## src/rtl/slr_pkg.sv

```systemverilog
// Shared types, constants and helper functions for the stuffed packet link receiver.
package slr_pkg;

    // Line characters
    localparam logic [7:0] SYNC_CHAR = 8'h16;
    localparam logic [7:0] ESC_CHAR  = 8'h10;

    // Escape codes that follow DLE and the characters they stand for
    localparam logic [7:0] ESC_CODE_SYNC = 8'h53;  // 'S'
    localparam logic [7:0] ESC_CODE_DLE  = 8'h44;  // 'D'
    localparam logic [7:0] ESC_CODE_ETX  = 8'h43;  // 'C'
    localparam logic [7:0] ESC_CODE_XOFF = 8'h73;  // 's'
    localparam logic [7:0] ESC_CODE_XON  = 8'h71;  // 'q'
    localparam logic [7:0] ETX_CHAR      = 8'h03;
    localparam logic [7:0] XOFF_CHAR     = 8'h13;
    localparam logic [7:0] XON_CHAR      = 8'h11;

    // Field widths
    localparam int SUM_W      = 18;
    localparam int RSUM_W     = 12;
    localparam int LEN_W      = 11;
    localparam int SEQ_W      = 6;
    localparam int CFG_IDX_W  = 1;
    localparam int CFG_DATA_W = 11;

    // Accept modes (any other code accepts both types)
    localparam logic [1:0] MODE_DATA_ONLY = 2'd0;
    localparam logic [1:0] MODE_ACK_ONLY  = 2'd1;

    localparam logic KIND_DATA   = 1'b0;
    localparam logic KIND_REPORT = 1'b1;

    typedef enum logic [CFG_IDX_W-1:0] {
        CFG_ACCEPT_MODE = 1'b0,
        CFG_MAX_LENGTH  = 1'b1
    } cfg_idx_t;

    typedef enum logic [2:0] {
        ST_GOOD       = 3'd0,
        ST_BAD_TYPE   = 3'd1,
        ST_BAD_LENGTH = 3'd2,
        ST_BAD_SEQ    = 3'd3,
        ST_BAD_CKSUM  = 3'd4,
        ST_ABORTED    = 3'd5
    } status_t;

    // One result transaction
    typedef struct packed {
        logic             kind;
        logic [7:0]       data_byte;
        logic             pkt_is_data;
        logic [LEN_W-1:0] pkt_length;
        status_t          status;
        logic             send_ack;
        logic [SEQ_W-1:0] ack_seq;
        logic             ack_received;
    } res_t;

    // Result plus its valid flag, used between front, queue and back
    typedef struct packed {
        logic valid;
        res_t res;
    } res_slot_t;

    // Undo one DLE escape; unknown codes pass through
    function automatic logic [7:0] unescape(input logic [7:0] c);
        logic [7:0] r;
        unique case (c)
            ESC_CODE_SYNC: r = SYNC_CHAR;
            ESC_CODE_DLE:  r = ESC_CHAR;
            ESC_CODE_ETX:  r = ETX_CHAR;
            ESC_CODE_XOFF: r = XOFF_CHAR;
            ESC_CODE_XON:  r = XON_CHAR;
            default:       r = c;
        endcase
        return r;
    endfunction

    // Build an end-of-packet report
    function automatic res_t make_report(input logic             is_data,
                                         input logic [LEN_W-1:0] len,
                                         input status_t          st,
                                         input logic [SEQ_W-1:0] seq);
        res_t r;
        logic ack;
        ack            = is_data && (st != ST_ABORTED);
        r.kind         = KIND_REPORT;
        r.data_byte    = '0;
        r.pkt_is_data  = is_data;
        r.pkt_length   = len;
        r.status       = st;
        r.send_ack     = ack;
        r.ack_seq      = ack ? seq : '0;
        r.ack_received = (st == ST_GOOD) && !is_data;
        return r;
    endfunction

endpackage

```

## src/rtl/slr_ifs.sv

```systemverilog
// Channel interfaces: received byte input, result output and configuration write.
interface slr_in_if;
    logic       valid;
    logic       ready;
    logic [7:0] rx_byte;

    modport source (output valid, output rx_byte, input ready);
    modport sink   (input valid, input rx_byte, output ready);
endinterface

interface slr_out_if;
    import slr_pkg::*;

    logic             valid;
    logic             ready;
    logic             kind;
    logic [7:0]       data_byte;
    logic             pkt_is_data;
    logic [LEN_W-1:0] pkt_length;
    logic [2:0]       status;
    logic             send_ack;
    logic [SEQ_W-1:0] ack_seq;
    logic             ack_received;

    modport source (output valid, output kind, output data_byte, output pkt_is_data,
                    output pkt_length, output status, output send_ack, output ack_seq,
                    output ack_received, input ready);
    modport sink   (input valid, input kind, input data_byte, input pkt_is_data,
                    input pkt_length, input status, input send_ack, input ack_seq,
                    input ack_received, output ready);
endinterface

interface slr_cfg_if;
    import slr_pkg::*;

    logic                  valid;
    logic                  ready;
    logic [CFG_IDX_W-1:0]  index;
    logic [CFG_DATA_W-1:0] data;

    modport source (output valid, output index, output data, input ready);
    modport sink   (input valid, input index, input data, output ready);
endinterface

```

## src/rtl/slr_front.sv

```systemverilog
// Front end: takes line bytes, unescapes, parses the frame and produces results.
module slr_front (
    input  logic                           clk,
    input  logic                           rst_n,
    input  logic                           in_valid,
    output logic                           in_ready,
    input  logic [7:0]                     rx_byte,
    input  logic                           cfg_valid,
    input  logic [slr_pkg::CFG_IDX_W-1:0]  cfg_index,
    input  logic [slr_pkg::CFG_DATA_W-1:0] cfg_data,
    input  logic                           q_full,
    output slr_pkg::res_slot_t             push
);
    import slr_pkg::*;

    typedef enum logic [7:0] {
        PH_HUNT = 8'b0000_0001,
        PH_TYPE = 8'b0000_0010,
        PH_LEN1 = 8'b0000_0100,
        PH_SEQ  = 8'b0000_1000,
        PH_DATA = 8'b0001_0000,
        PH_CK0  = 8'b0010_0000,
        PH_CK1  = 8'b0100_0000,
        PH_CK2  = 8'b1000_0000
    } phase_t;

    phase_t             phase_reg, phase_next;
    logic               esc_reg, esc_next;
    logic [SUM_W-1:0]   sum_reg, sum_next;
    logic [SUM_W-1:0]   frozen_reg, frozen_next;
    logic [RSUM_W-1:0]  rsum_reg, rsum_next;
    logic               type_reg, type_next;
    logic [LEN_W-1:0]   hlen_reg, hlen_next;
    logic [LEN_W-1:0]   left_reg, left_next;
    logic [SEQ_W-1:0]   rx_seq_reg, rx_seq_next;
    logic [SEQ_W-1:0]   tx_seq_reg, tx_seq_next;
    logic [1:0]         mode_reg;
    logic [LEN_W-1:0]   maxlen_reg;

    logic               accept;
    logic [7:0]         ch;
    logic               process;
    logic               rpt;
    status_t            rpt_st;
    logic [LEN_W-1:0]   len;
    logic [SEQ_W-1:0]   want_seq;
    logic [SUM_W-1:0]   want_sum;
    logic [LEN_W-1:0]   left_dec;

    assign in_ready = !q_full;
    assign accept   = in_valid && in_ready;

    // Parse step for one byte
    always_comb
    begin
        phase_next  = phase_reg;
        esc_next    = esc_reg;
        sum_next    = sum_reg;
        frozen_next = frozen_reg;
        rsum_next   = rsum_reg;
        type_next   = type_reg;
        hlen_next   = hlen_reg;
        left_next   = left_reg;
        rx_seq_next = rx_seq_reg;
        tx_seq_next = tx_seq_reg;
        push        = '0;
        ch          = rx_byte;
        process     = 1'b0;
        rpt         = 1'b0;
        rpt_st      = ST_GOOD;
        len         = {hlen_reg[LEN_W-1:6], rx_byte[5:0]};
        want_seq    = '0;
        want_sum    = '0;
        left_dec    = left_reg - LEN_W'(1);

        if (accept)
        begin
            if (rx_byte == SYNC_CHAR)
            begin
                // Sync restarts the frame; aborts one in progress
                if (phase_reg != PH_HUNT)
                begin
                    push.valid = 1'b1;
                    push.res   = make_report(type_reg, hlen_reg, ST_ABORTED, rx_seq_reg);
                end
                phase_next = PH_TYPE;
                esc_next   = 1'b0;
                sum_next   = '0;
                type_next  = 1'b0;
                hlen_next  = '0;
                left_next  = '0;
            end
            else if (phase_reg != PH_HUNT)
            begin
                sum_next = sum_reg + SUM_W'(rx_byte);
                if (esc_reg)
                begin
                    esc_next = 1'b0;
                    ch       = unescape(rx_byte);
                    process  = 1'b1;
                end
                else if (rx_byte == ESC_CHAR)
                begin
                    esc_next = 1'b1;
                end
                else
                begin
                    process = 1'b1;
                end
            end
        end

        if (process)
        begin
            len = {hlen_reg[LEN_W-1:6], ch[5:0]};
            unique case (phase_reg)
                PH_TYPE:
                begin
                    type_next = ch[5];
                    hlen_next = {ch[4:0], 6'b0};
                    if ((mode_reg == MODE_DATA_ONLY && !ch[5]) ||
                        (mode_reg == MODE_ACK_ONLY && ch[5]))
                    begin
                        hlen_next = '0;
                        rpt       = 1'b1;
                        rpt_st    = ST_BAD_TYPE;
                    end
                    else
                    begin
                        phase_next = PH_LEN1;
                    end
                end
                PH_LEN1:
                begin
                    hlen_next = len;
                    if (len > maxlen_reg)
                    begin
                        rpt    = 1'b1;
                        rpt_st = ST_BAD_LENGTH;
                    end
                    else
                    begin
                        phase_next = PH_SEQ;
                    end
                end
                PH_SEQ:
                begin
                    want_seq = type_reg ? rx_seq_reg : (tx_seq_reg + SEQ_W'(1));
                    if (ch[5:0] != want_seq)
                    begin
                        rpt    = 1'b1;
                        rpt_st = ST_BAD_SEQ;
                    end
                    else
                    begin
                        left_next = hlen_reg;
                        if (hlen_reg == '0)
                        begin
                            frozen_next = sum_next;
                            phase_next  = PH_CK0;
                        end
                        else
                        begin
                            phase_next = PH_DATA;
                        end
                    end
                end
                PH_DATA:
                begin
                    push.valid            = 1'b1;
                    push.res              = '0;
                    push.res.kind         = KIND_DATA;
                    push.res.data_byte    = ch;
                    push.res.pkt_is_data  = type_reg;
                    push.res.pkt_length   = hlen_reg;
                    push.res.status       = ST_GOOD;
                    left_next             = left_dec;
                    if (left_dec == '0)
                    begin
                        frozen_next = sum_next;
                        phase_next  = PH_CK0;
                    end
                end
                PH_CK0:
                begin
                    rsum_next  = {ch[5:0], 6'b0};
                    phase_next = PH_CK1;
                end
                PH_CK1:
                begin
                    rsum_next  = {rsum_reg[RSUM_W-1:6], ch[5:0]};
                    phase_next = PH_CK2;
                end
                PH_CK2:
                begin
                    want_sum = {rsum_reg, ch[5:0]};
                    rpt      = 1'b1;
                    if (frozen_reg != want_sum)
                    begin
                        rpt_st = ST_BAD_CKSUM;
                    end
                    else
                    begin
                        rpt_st = ST_GOOD;
                        if (type_reg)
                        begin
                            rx_seq_next = rx_seq_reg + SEQ_W'(1);
                        end
                        else
                        begin
                            tx_seq_next = tx_seq_reg + SEQ_W'(1);
                        end
                    end
                end
                default:
                begin
                    phase_next = PH_HUNT;
                end
            endcase
        end

        // Every report other than an abort ends the frame
        if (rpt)
        begin
            push.valid = 1'b1;
            push.res   = make_report(type_next, hlen_next, rpt_st, rx_seq_next);
            phase_next = PH_HUNT;
        end
    end

    // Frame state
    always_ff @(posedge clk or negedge rst_n)
    begin
        if (!rst_n)
        begin
            phase_reg  <= PH_HUNT;
            esc_reg    <= 1'b0;
            sum_reg    <= '0;
            frozen_reg <= '0;
            rsum_reg   <= '0;
            type_reg   <= 1'b0;
            hlen_reg   <= '0;
            left_reg   <= '0;
            rx_seq_reg <= '0;
            tx_seq_reg <= '0;
        end
        else
        begin
            phase_reg  <= phase_next;
            esc_reg    <= esc_next;
            sum_reg    <= sum_next;
            frozen_reg <= frozen_next;
            rsum_reg   <= rsum_next;
            type_reg   <= type_next;
            hlen_reg   <= hlen_next;
            left_reg   <= left_next;
            rx_seq_reg <= rx_seq_next;
            tx_seq_reg <= tx_seq_next;
        end
    end

    // Configuration registers
    always_ff @(posedge clk or negedge rst_n)
    begin
        if (!rst_n)
        begin
            mode_reg   <= MODE_DATA_ONLY;
            maxlen_reg <= '1;
        end
        else if (cfg_valid)
        begin
            unique case (cfg_idx_t'(cfg_index))
                CFG_ACCEPT_MODE: mode_reg   <= cfg_data[1:0];
                CFG_MAX_LENGTH:  maxlen_reg <= cfg_data;
                default:         mode_reg   <= mode_reg;
            endcase
        end
    end

    // A pending escape only exists inside a frame
    a_esc_in_frame: assert property (@(posedge clk) disable iff (!rst_n)
        esc_reg |-> (phase_reg != PH_HUNT))
        else $error("escape pending while hunting");

    // A report that is not an abort returns the parser to hunting
    a_report_ends_frame: assert property (@(posedge clk) disable iff (!rst_n)
        (push.valid && push.res.kind == KIND_REPORT && push.res.status != ST_ABORTED)
        |=> (phase_reg == PH_HUNT))
        else $error("parser did not return to hunt after report");

endmodule

```

## src/rtl/slr_queue.sv

```systemverilog
// Short result queue between the parsing front and the output back.
module slr_queue #(
    parameter int DEPTH = 4
) (
    input  logic               clk,
    input  logic               rst_n,
    input  slr_pkg::res_slot_t push,
    output logic               full,
    output slr_pkg::res_slot_t head,
    input  logic               pop
);
    import slr_pkg::*;

    localparam int PTR_W = (DEPTH > 1) ? $clog2(DEPTH) : 1;
    localparam int CNT_W = $clog2(DEPTH + 1);

    res_t             mem_reg [DEPTH];
    logic [PTR_W-1:0] wr_ptr_reg, wr_ptr_next;
    logic [PTR_W-1:0] rd_ptr_reg, rd_ptr_next;
    logic [CNT_W-1:0] count_reg, count_next;
    logic             do_push;

    assign full       = (count_reg == CNT_W'(DEPTH));
    assign do_push    = push.valid && !full;
    assign head.valid = (count_reg != '0);
    assign head.res   = mem_reg[rd_ptr_reg];

    // Pointer and count update
    always_comb
    begin
        wr_ptr_next = wr_ptr_reg;
        rd_ptr_next = rd_ptr_reg;
        count_next  = count_reg;
        if (do_push)
        begin
            wr_ptr_next = (wr_ptr_reg == PTR_W'(DEPTH - 1)) ? '0 : wr_ptr_reg + PTR_W'(1);
        end
        if (pop)
        begin
            rd_ptr_next = (rd_ptr_reg == PTR_W'(DEPTH - 1)) ? '0 : rd_ptr_reg + PTR_W'(1);
        end
        if (do_push && !pop)
        begin
            count_next = count_reg + CNT_W'(1);
        end
        else if (pop && !do_push)
        begin
            count_next = count_reg - CNT_W'(1);
        end
    end

    always_ff @(posedge clk or negedge rst_n)
    begin
        if (!rst_n)
        begin
            wr_ptr_reg <= '0;
            rd_ptr_reg <= '0;
            count_reg  <= '0;
        end
        else
        begin
            wr_ptr_reg <= wr_ptr_next;
            rd_ptr_reg <= rd_ptr_next;
            count_reg  <= count_next;
        end
    end

    // Storage
    always_ff @(posedge clk)
    begin
        if (do_push)
        begin
            mem_reg[wr_ptr_reg] <= push.res;
        end
    end

    a_count_bound: assert property (@(posedge clk) disable iff (!rst_n)
        count_reg <= CNT_W'(DEPTH))
        else $error("queue count beyond depth");

    a_no_overflow: assert property (@(posedge clk) disable iff (!rst_n)
        push.valid |-> !full)
        else $error("result dropped on full queue");

    a_no_underflow: assert property (@(posedge clk) disable iff (!rst_n)
        pop |-> head.valid)
        else $error("pop from empty queue");

endmodule

```

## src/rtl/slr_back.sv

```systemverilog
// Back end: output register that drains the queue onto the result channel.
module slr_back (
    input  logic               clk,
    input  logic               rst_n,
    input  slr_pkg::res_slot_t head,
    output logic               pop,
    output logic               out_valid,
    input  logic               out_ready,
    output slr_pkg::res_t      out_res
);
    import slr_pkg::*;

    logic out_valid_reg;
    res_t out_res_reg;

    // Load a new result when the register is empty or being taken
    assign pop       = head.valid && (!out_valid_reg || out_ready);
    assign out_valid = out_valid_reg;
    assign out_res   = out_res_reg;

    always_ff @(posedge clk or negedge rst_n)
    begin
        if (!rst_n)
        begin
            out_valid_reg <= 1'b0;
        end
        else if (pop)
        begin
            out_valid_reg <= 1'b1;
        end
        else if (out_ready)
        begin
            out_valid_reg <= 1'b0;
        end
    end

    always_ff @(posedge clk)
    begin
        if (pop)
        begin
            out_res_reg <= head.res;
        end
    end

endmodule

```

## src/rtl/stuffed_packet_link_receiver_top.sv

```systemverilog
// Each result is written into the queue when its byte is taken, then loaded into the output register.
// Throughput: one byte per cycle unless the queue is full; parse and 18-bit sum add are combinational.
// While the output stalls, QUEUE_DEPTH results plus the output register are buffered;
// input ready drops only when the queue is full.
// Reset: parser hunts for sync, sums and sequences clear, accept_mode 0, max_length 2047.
// Configuration writes complete in the cycle they are presented.
module stuffed_packet_link_receiver_top #(
    parameter int QUEUE_DEPTH = 4
) (
    input  logic      clk,
    input  logic      rst_n,
    slr_in_if.sink    in_ch,
    slr_out_if.source out_ch,
    slr_cfg_if.sink   cfg_ch
);
    import slr_pkg::*;

    res_slot_t push;
    res_slot_t head;
    logic      q_full;
    logic      pop;
    res_t      out_res;

    assign cfg_ch.ready = 1'b1;

    slr_front u_front (
        .clk       (clk),
        .rst_n     (rst_n),
        .in_valid  (in_ch.valid),
        .in_ready  (in_ch.ready),
        .rx_byte   (in_ch.rx_byte),
        .cfg_valid (cfg_ch.valid),
        .cfg_index (cfg_ch.index),
        .cfg_data  (cfg_ch.data),
        .q_full    (q_full),
        .push      (push)
    );

    slr_queue #(
        .DEPTH (QUEUE_DEPTH)
    ) u_queue (
        .clk   (clk),
        .rst_n (rst_n),
        .push  (push),
        .full  (q_full),
        .head  (head),
        .pop   (pop)
    );

    slr_back u_back (
        .clk       (clk),
        .rst_n     (rst_n),
        .head      (head),
        .pop       (pop),
        .out_valid (out_ch.valid),
        .out_ready (out_ch.ready),
        .out_res   (out_res)
    );

    // Result fields onto the output channel
    assign out_ch.kind         = out_res.kind;
    assign out_ch.data_byte    = out_res.data_byte;
    assign out_ch.pkt_is_data  = out_res.pkt_is_data;
    assign out_ch.pkt_length   = out_res.pkt_length;
    assign out_ch.status       = out_res.status;
    assign out_ch.send_ack     = out_res.send_ack;
    assign out_ch.ack_seq      = out_res.ack_seq;
    assign out_ch.ack_received = out_res.ack_received;

endmodule
```

## src/flat_wrapper.sv

```systemverilog
// flat-port wrapper written by rule: the top's interface ports become plain ports
module stuffed_packet_link_receiver_top_flat import slr_pkg::*;
#(
    parameter int QUEUE_DEPTH = 4
)
  (clk, rst_n, in_ch_valid, in_ch_rx_byte, in_ch_ready, out_ch_valid, out_ch_kind, out_ch_data_byte, out_ch_pkt_is_data, out_ch_pkt_length, out_ch_status, out_ch_send_ack, out_ch_ack_seq, out_ch_ack_received, out_ch_ready, cfg_ch_valid, cfg_ch_index, cfg_ch_data, cfg_ch_ready);
  slr_in_if in_ch_i ();
  slr_out_if out_ch_i ();
  slr_cfg_if cfg_ch_i ();
  input  logic clk;
  input  logic rst_n;
  input wire logic [$bits(in_ch_i.valid)-1:0] in_ch_valid;
  input wire logic [$bits(in_ch_i.rx_byte)-1:0] in_ch_rx_byte;
  output wire logic [$bits(in_ch_i.ready)-1:0] in_ch_ready;
  output wire logic [$bits(out_ch_i.valid)-1:0] out_ch_valid;
  output wire logic [$bits(out_ch_i.kind)-1:0] out_ch_kind;
  output wire logic [$bits(out_ch_i.data_byte)-1:0] out_ch_data_byte;
  output wire logic [$bits(out_ch_i.pkt_is_data)-1:0] out_ch_pkt_is_data;
  output wire logic [$bits(out_ch_i.pkt_length)-1:0] out_ch_pkt_length;
  output wire logic [$bits(out_ch_i.status)-1:0] out_ch_status;
  output wire logic [$bits(out_ch_i.send_ack)-1:0] out_ch_send_ack;
  output wire logic [$bits(out_ch_i.ack_seq)-1:0] out_ch_ack_seq;
  output wire logic [$bits(out_ch_i.ack_received)-1:0] out_ch_ack_received;
  input wire logic [$bits(out_ch_i.ready)-1:0] out_ch_ready;
  input wire logic [$bits(cfg_ch_i.valid)-1:0] cfg_ch_valid;
  input wire logic [$bits(cfg_ch_i.index)-1:0] cfg_ch_index;
  input wire logic [$bits(cfg_ch_i.data)-1:0] cfg_ch_data;
  output wire logic [$bits(cfg_ch_i.ready)-1:0] cfg_ch_ready;
  assign in_ch_i.valid = in_ch_valid;
  assign in_ch_i.rx_byte = in_ch_rx_byte;
  assign in_ch_ready = in_ch_i.ready;
  assign out_ch_valid = out_ch_i.valid;
  assign out_ch_kind = out_ch_i.kind;
  assign out_ch_data_byte = out_ch_i.data_byte;
  assign out_ch_pkt_is_data = out_ch_i.pkt_is_data;
  assign out_ch_pkt_length = out_ch_i.pkt_length;
  assign out_ch_status = out_ch_i.status;
  assign out_ch_send_ack = out_ch_i.send_ack;
  assign out_ch_ack_seq = out_ch_i.ack_seq;
  assign out_ch_ack_received = out_ch_i.ack_received;
  assign out_ch_i.ready = out_ch_ready;
  assign cfg_ch_i.valid = cfg_ch_valid;
  assign cfg_ch_i.index = cfg_ch_index;
  assign cfg_ch_i.data = cfg_ch_data;
  assign cfg_ch_ready = cfg_ch_i.ready;
  stuffed_packet_link_receiver_top #(.QUEUE_DEPTH(QUEUE_DEPTH)) u_core (.clk(clk), .rst_n(rst_n), .in_ch(in_ch_i), .out_ch(out_ch_i), .cfg_ch(cfg_ch_i));
endmodule
```

## config.mk

```make
export PLATFORM = sky130hd
export DESIGN_NAME = stuffed_packet_link_receiver_top_flat
export DESIGN_NICKNAME = d
export VERILOG_FILES = /design/src/rtl/slr_pkg.sv /design/src/rtl/slr_ifs.sv /design/src/rtl/slr_front.sv /design/src/rtl/slr_queue.sv /design/src/rtl/slr_back.sv /design/src/rtl/stuffed_packet_link_receiver_top.sv /design/src/flat_wrapper.sv
export SDC_FILE = /design/constraint.sdc
export NUM_CORES = 1
export LEC_CHECK = 0
export ABC_AREA = 1
export BUFFER_PORTS_ARGS = -buffer_cell sky130_fd_sc_hd__buf_2
export CORE_AREA = 3 3 152 154
export CTS_BUF_LIST = sky130_fd_sc_hd__clkbuf_8
export DETAILED_ROUTE_END_ITERATION = 10
export DIE_AREA = 0 0 155 157
export MAX_ROUTING_LAYER = met4
export PLACE_DENSITY = 0.86
export SLEW_MARGIN = 20
export SYNTH_ARGS = -nofsm -noshare
export SYNTH_HDL_FRONTEND = slang
export SYNTH_HIERARCHICAL = 1
export SYNTH_SLANG_ARGS = --single-unit
```

## constraint.sdc

```tcl
create_clock -name clk -period 6.7 [get_ports clk]
set_clock_uncertainty 0.15 [all_clocks]
set_input_delay 0.335 -clock clk [delete_from_list [all_inputs] [get_ports clk]]
set_output_delay 0.335 -clock clk [all_outputs]
set_load 0.02 [all_outputs]
```

==> summary by stage <==
Worst setup path
Counting buffers and inverters, the worst setup path is 23 cells deep. The critical path data required time is 7000 ps. The slowest stage of the critical path is the sky130_fd_sc_hd__nor2_2 cell. The largest single stage delay on the critical path is around 500 ps. The worst setup path is launched from a flop. The signal on the critical path passes through inv_1, nand3_1, inv_1, inv_1, nand2_1, nor2_2, o21ai_2, nor2_4, inv_2, nor2_1, inv_2, o21ai_1, inv_1, nand2_1, nand2_1, inv_1, ha_1, inv_1, fa_1, nand2_1, nand3_1, nand2_1, nand2_1. The worst-case reg-to-reg path depth is 23.

The worst path arrival time is about 5600 ps. The kind of cell adding the most delay to the critical path is simple AND/OR/NAND/NOR gates. By startpoint and endpoint, the worst setup path is classified as reg2reg. Along the worst path, the maximum fanout reaches 24. The total buffers and inverters traversed by the critical path is 8. The endpoint kind of the worst setup timing path is a flop.

Layout
The signed area change from the synthesized netlist to the final layout is 10.7%. Summing all non-filler instances in the final layout gives an area of between 15000 and 20000 um^2. The register with the most flip-flops in the layout has 128 of them. The final core utilization is 69.2%.

The total inserted antenna cells is 0. The net count of the finished layout is about 1600. The share of post-route cells with drive strength above 1 is 12.8%. The filler cells instantiated in the layout total 1614.

Synthesis
The number of synthesis warnings is 6. Synthesis produced between 1000 and 1500 cells. The number of synthesized register bits is 273.

In this run the cell area of the synthesized design comes to 13600 um^2. The number of unique standard cell types used by synthesis is 53. Among all flip-flop cells after synthesis, the most frequent one is sky130_fd_sc_hd__edfxtp_1. The number of enable-type register cells in the synthesized netlist is 160.

The average cell area after synthesis is between 9 and 10 um^2. The post-synthesis net count is 1513. The share of synthesized area in the top cell type comes to 35.2%. The biggest area contributor in the post-synthesis netlist is sky130_fd_sc_hd__edfxtp_1.

The proportion of register bits with asynchronous set or reset after synthesis is 41.4%. Sorting the synthesized cells by area gives the leading types as sky130_fd_sc_hd__edfxtp_1, sky130_fd_sc_hd__dfrtp_1, sky130_fd_sc_hd__nand2_1. In the synthesized netlist, the cells that appear most often are sky130_fd_sc_hd__nand2_1, sky130_fd_sc_hd__inv_1, sky130_fd_sc_hd__edfxtp_1. The most frequent cell after synthesis is sky130_fd_sc_hd__nand2_1.

Summing the sequential cell areas from Yosys gives between 50% and 60% of the chip area.

STA
The final worst-path cycle share is 78.6%. The final-report max-slew violation count was 0. For this run, the top clock speed supported by timing is 190 MHz.

The final number of setup-violating endpoints is 0. For the final routed database, the setup TNS stands at 0 ps. The transition time of the tightest slew-check pin is around 1000 ps.

The worst max-slew margin expressed relative to the limit is 31.7%. The count of final hold-check violations is 0. After layout, the minimum clock period comes to 5270 ps. Setup repair after global routing left no endpoint under its margin.

Placement
Summed over all nets, the half-perimeter wirelength after detailed placement is 20400 um. The cell area after placement is 14100 um^2. The final weighted congestion of routability-driven global placement is 0.937. Buffers placed on the I/O ports in this run total 58.

Die
After floorplanning, the core was sized to cover around 22000 um^2. The floorplan step defined a die boundary enclosing 24300 um^2. For this design the top-level I/O count stands at 60. The die is 155 um wide. The initial standard-cell utilization of the core is 62.5%.

After floorplanning, the core was divided into 54 placement rows. The die boundary height is 157 um.

CTS
The clock transition at the registers of the reported paths is 70 ps. TritonCTS created between 40 and 50 clock buffers. The number of buffers on the longest clock path is 3. For this design, the sink count on the clock tree is 273. The clock insertion delay at the later pin of the skew report is 580 ps. TritonCTS built the clock tree. The cell at the root of the clock tree is sky130_fd_sc_hd__clkbuf_8. After clock tree synthesis, the setup repair step added 0 buffers. The H-tree was split into 2 levels.

Detailed routing
The count of nets left with antenna violations once routing finished came out at 0. The post-detailed-route wirelength per cell is 16.4 um. The total wirelength of the detailed-routed design is ~30000 um. The detailed-router iteration count before antenna repair is 5. After detailed routing, the number of remaining DRC violations is 0. The number of violations reported at the end of detailed-routing iteration 0 is between 800 and 900. Summing over every cut layer, the via total after detailed routing is 10500.

The post-detailed-route via-to-cell ratio is between 5 and 6.

Global routing
The via count of the first global-routing pass is 10100. The pin count of the biggest net entering global routing is 130. Global routing used 25.9% of the available tracks across all layers. The global-route wire length before repair is 49700 um. The global route total overflow is 0. The number of antenna violations at the first check in global routing is 0.

Pwr
The power per standard cell area is 368 nW/um^2. The peak supply drop is 0.327 mV. For this design the static power due to leakage is 7.12 nW.

Status
The flow ran to the end, and the final reports show no timing, DRC or antenna violations.

Worst hold path
The worst hold path class is in2reg. The worst hold path passes through 3 cells.

Flow run
Max-cap violations in this run came to 0.
==> timing repair <==
item	in CTS	in global routing
resized for setup	0	0
hold buffers	16	0
setup endpoints to repair	0	0
endpoints found under the hold margin	51	0
==> metal layers <==
layer	GRT usage, %	routed length (um)	vias to the layer above
li1	-	-	5009
met1	32.0	12600	4964
met2	44.7	15200	400
met3	3.90	1990	77
met4	7.49	705	0
met5	-	0	-
==> layout make-up <==
class	count	area (um^2)	area share, %
Clock inverter	35	199	1.32
Tap cell	280	350	2.32
Inverter	235	888	5.88
Timing Repair Buffer	84	532	3.52
Clock buffer	49	674	4.46
Sequential cell	273	7650	50.6
Multi-Input combinational cell	904	4810	31.9
==> final timing paths <==
| check | startpoint | slack [ps] | end |
|---|---|---|---|
| max in group asynchronous | rst_n | 4890 | u_core/u_front/hlen_reg[2] |
| min in group asynchronous | rst_n | 110 | u_core/u_front/rsum_reg[9] |
| max reg2reg | u_core/u_queue/count_reg[0] | 1430 | u_core/u_queue/count_reg[2] |
| min | in_ch_rx_byte[6] | 90 | u_core/u_queue/mem_reg[1][29] |
| max | u_core/u_queue/count_reg[0] | 1430 | u_core/u_queue/count_reg[2] |
| min reg2reg | u_core/u_front/frozen_reg[13] | 340 | u_core/u_front/frozen_reg[13] |
==> worst min-delay path, cell delays in order <==
cell	delay [ps]
sky130_fd_sc_hd__buf_2	130
sky130_fd_sc_hd__nand2_1	80
sky130_fd_sc_hd__nor2_1	80
==> placed cells by master, fill, tap and decap left out, types with 16 or more instances in the layout <==
cell,instances
sky130_fd_sc_hd__nand2_1,363
sky130_fd_sc_hd__inv_1,241
sky130_fd_sc_hd__edfxtp_1,160
sky130_fd_sc_hd__dfrtp_1,101
sky130_fd_sc_hd__nor2_1,96
sky130_fd_sc_hd__nand3_1,75
sky130_fd_sc_hd__o21ai_0,74
sky130_fd_sc_hd__o211ai_1,70
sky130_fd_sc_hd__buf_2,57
sky130_fd_sc_hd__clkbuf_8,49
sky130_fd_sc_hd__a21oi_1,36
sky130_fd_sc_hd__ha_1,29
sky130_fd_sc_hd__o22ai_1,18
sky130_fd_sc_hd__nand4_1,17
sky130_fd_sc_hd__xor2_1,17
sky130_fd_sc_hd__dlygate4sd3_1,16
==> logic make-up after synthesis <==
| logic type | synth area share (%) |
|---|---|
| simple gates | 20.6 |
| buf+inv | 8.82 |
| flops | 56.0 |
| compound gates | 9.96 |
| fa+ha+maj | 2.95 |
| xor+xnor | 1.60 |
| other cells | 0.0275 |
==> report_power, final <==
group | switching [W] | internal, W | leakage, nW
registers | 0.000194 | 0.00217 | 2.94
clock network | 0.000668 | 0.000724 | 0.520
logic | 0.00122 | 0.000579 | 3.66
==> through the flow <==
step	hold slack, ps	power [W]	setup slack [ps]	cells
finish	88.7	0.00555	1430	1860
global route	92.3	0.00590	972	1860
CTS	71.2	0.00557	1450	1860
detailed placement	173	0.00416	1480	1760
global placement	170	0.00407	1830	1760
floorplan	-111	0.00375	1790	1457
Power figures use the tool's default switching activity.
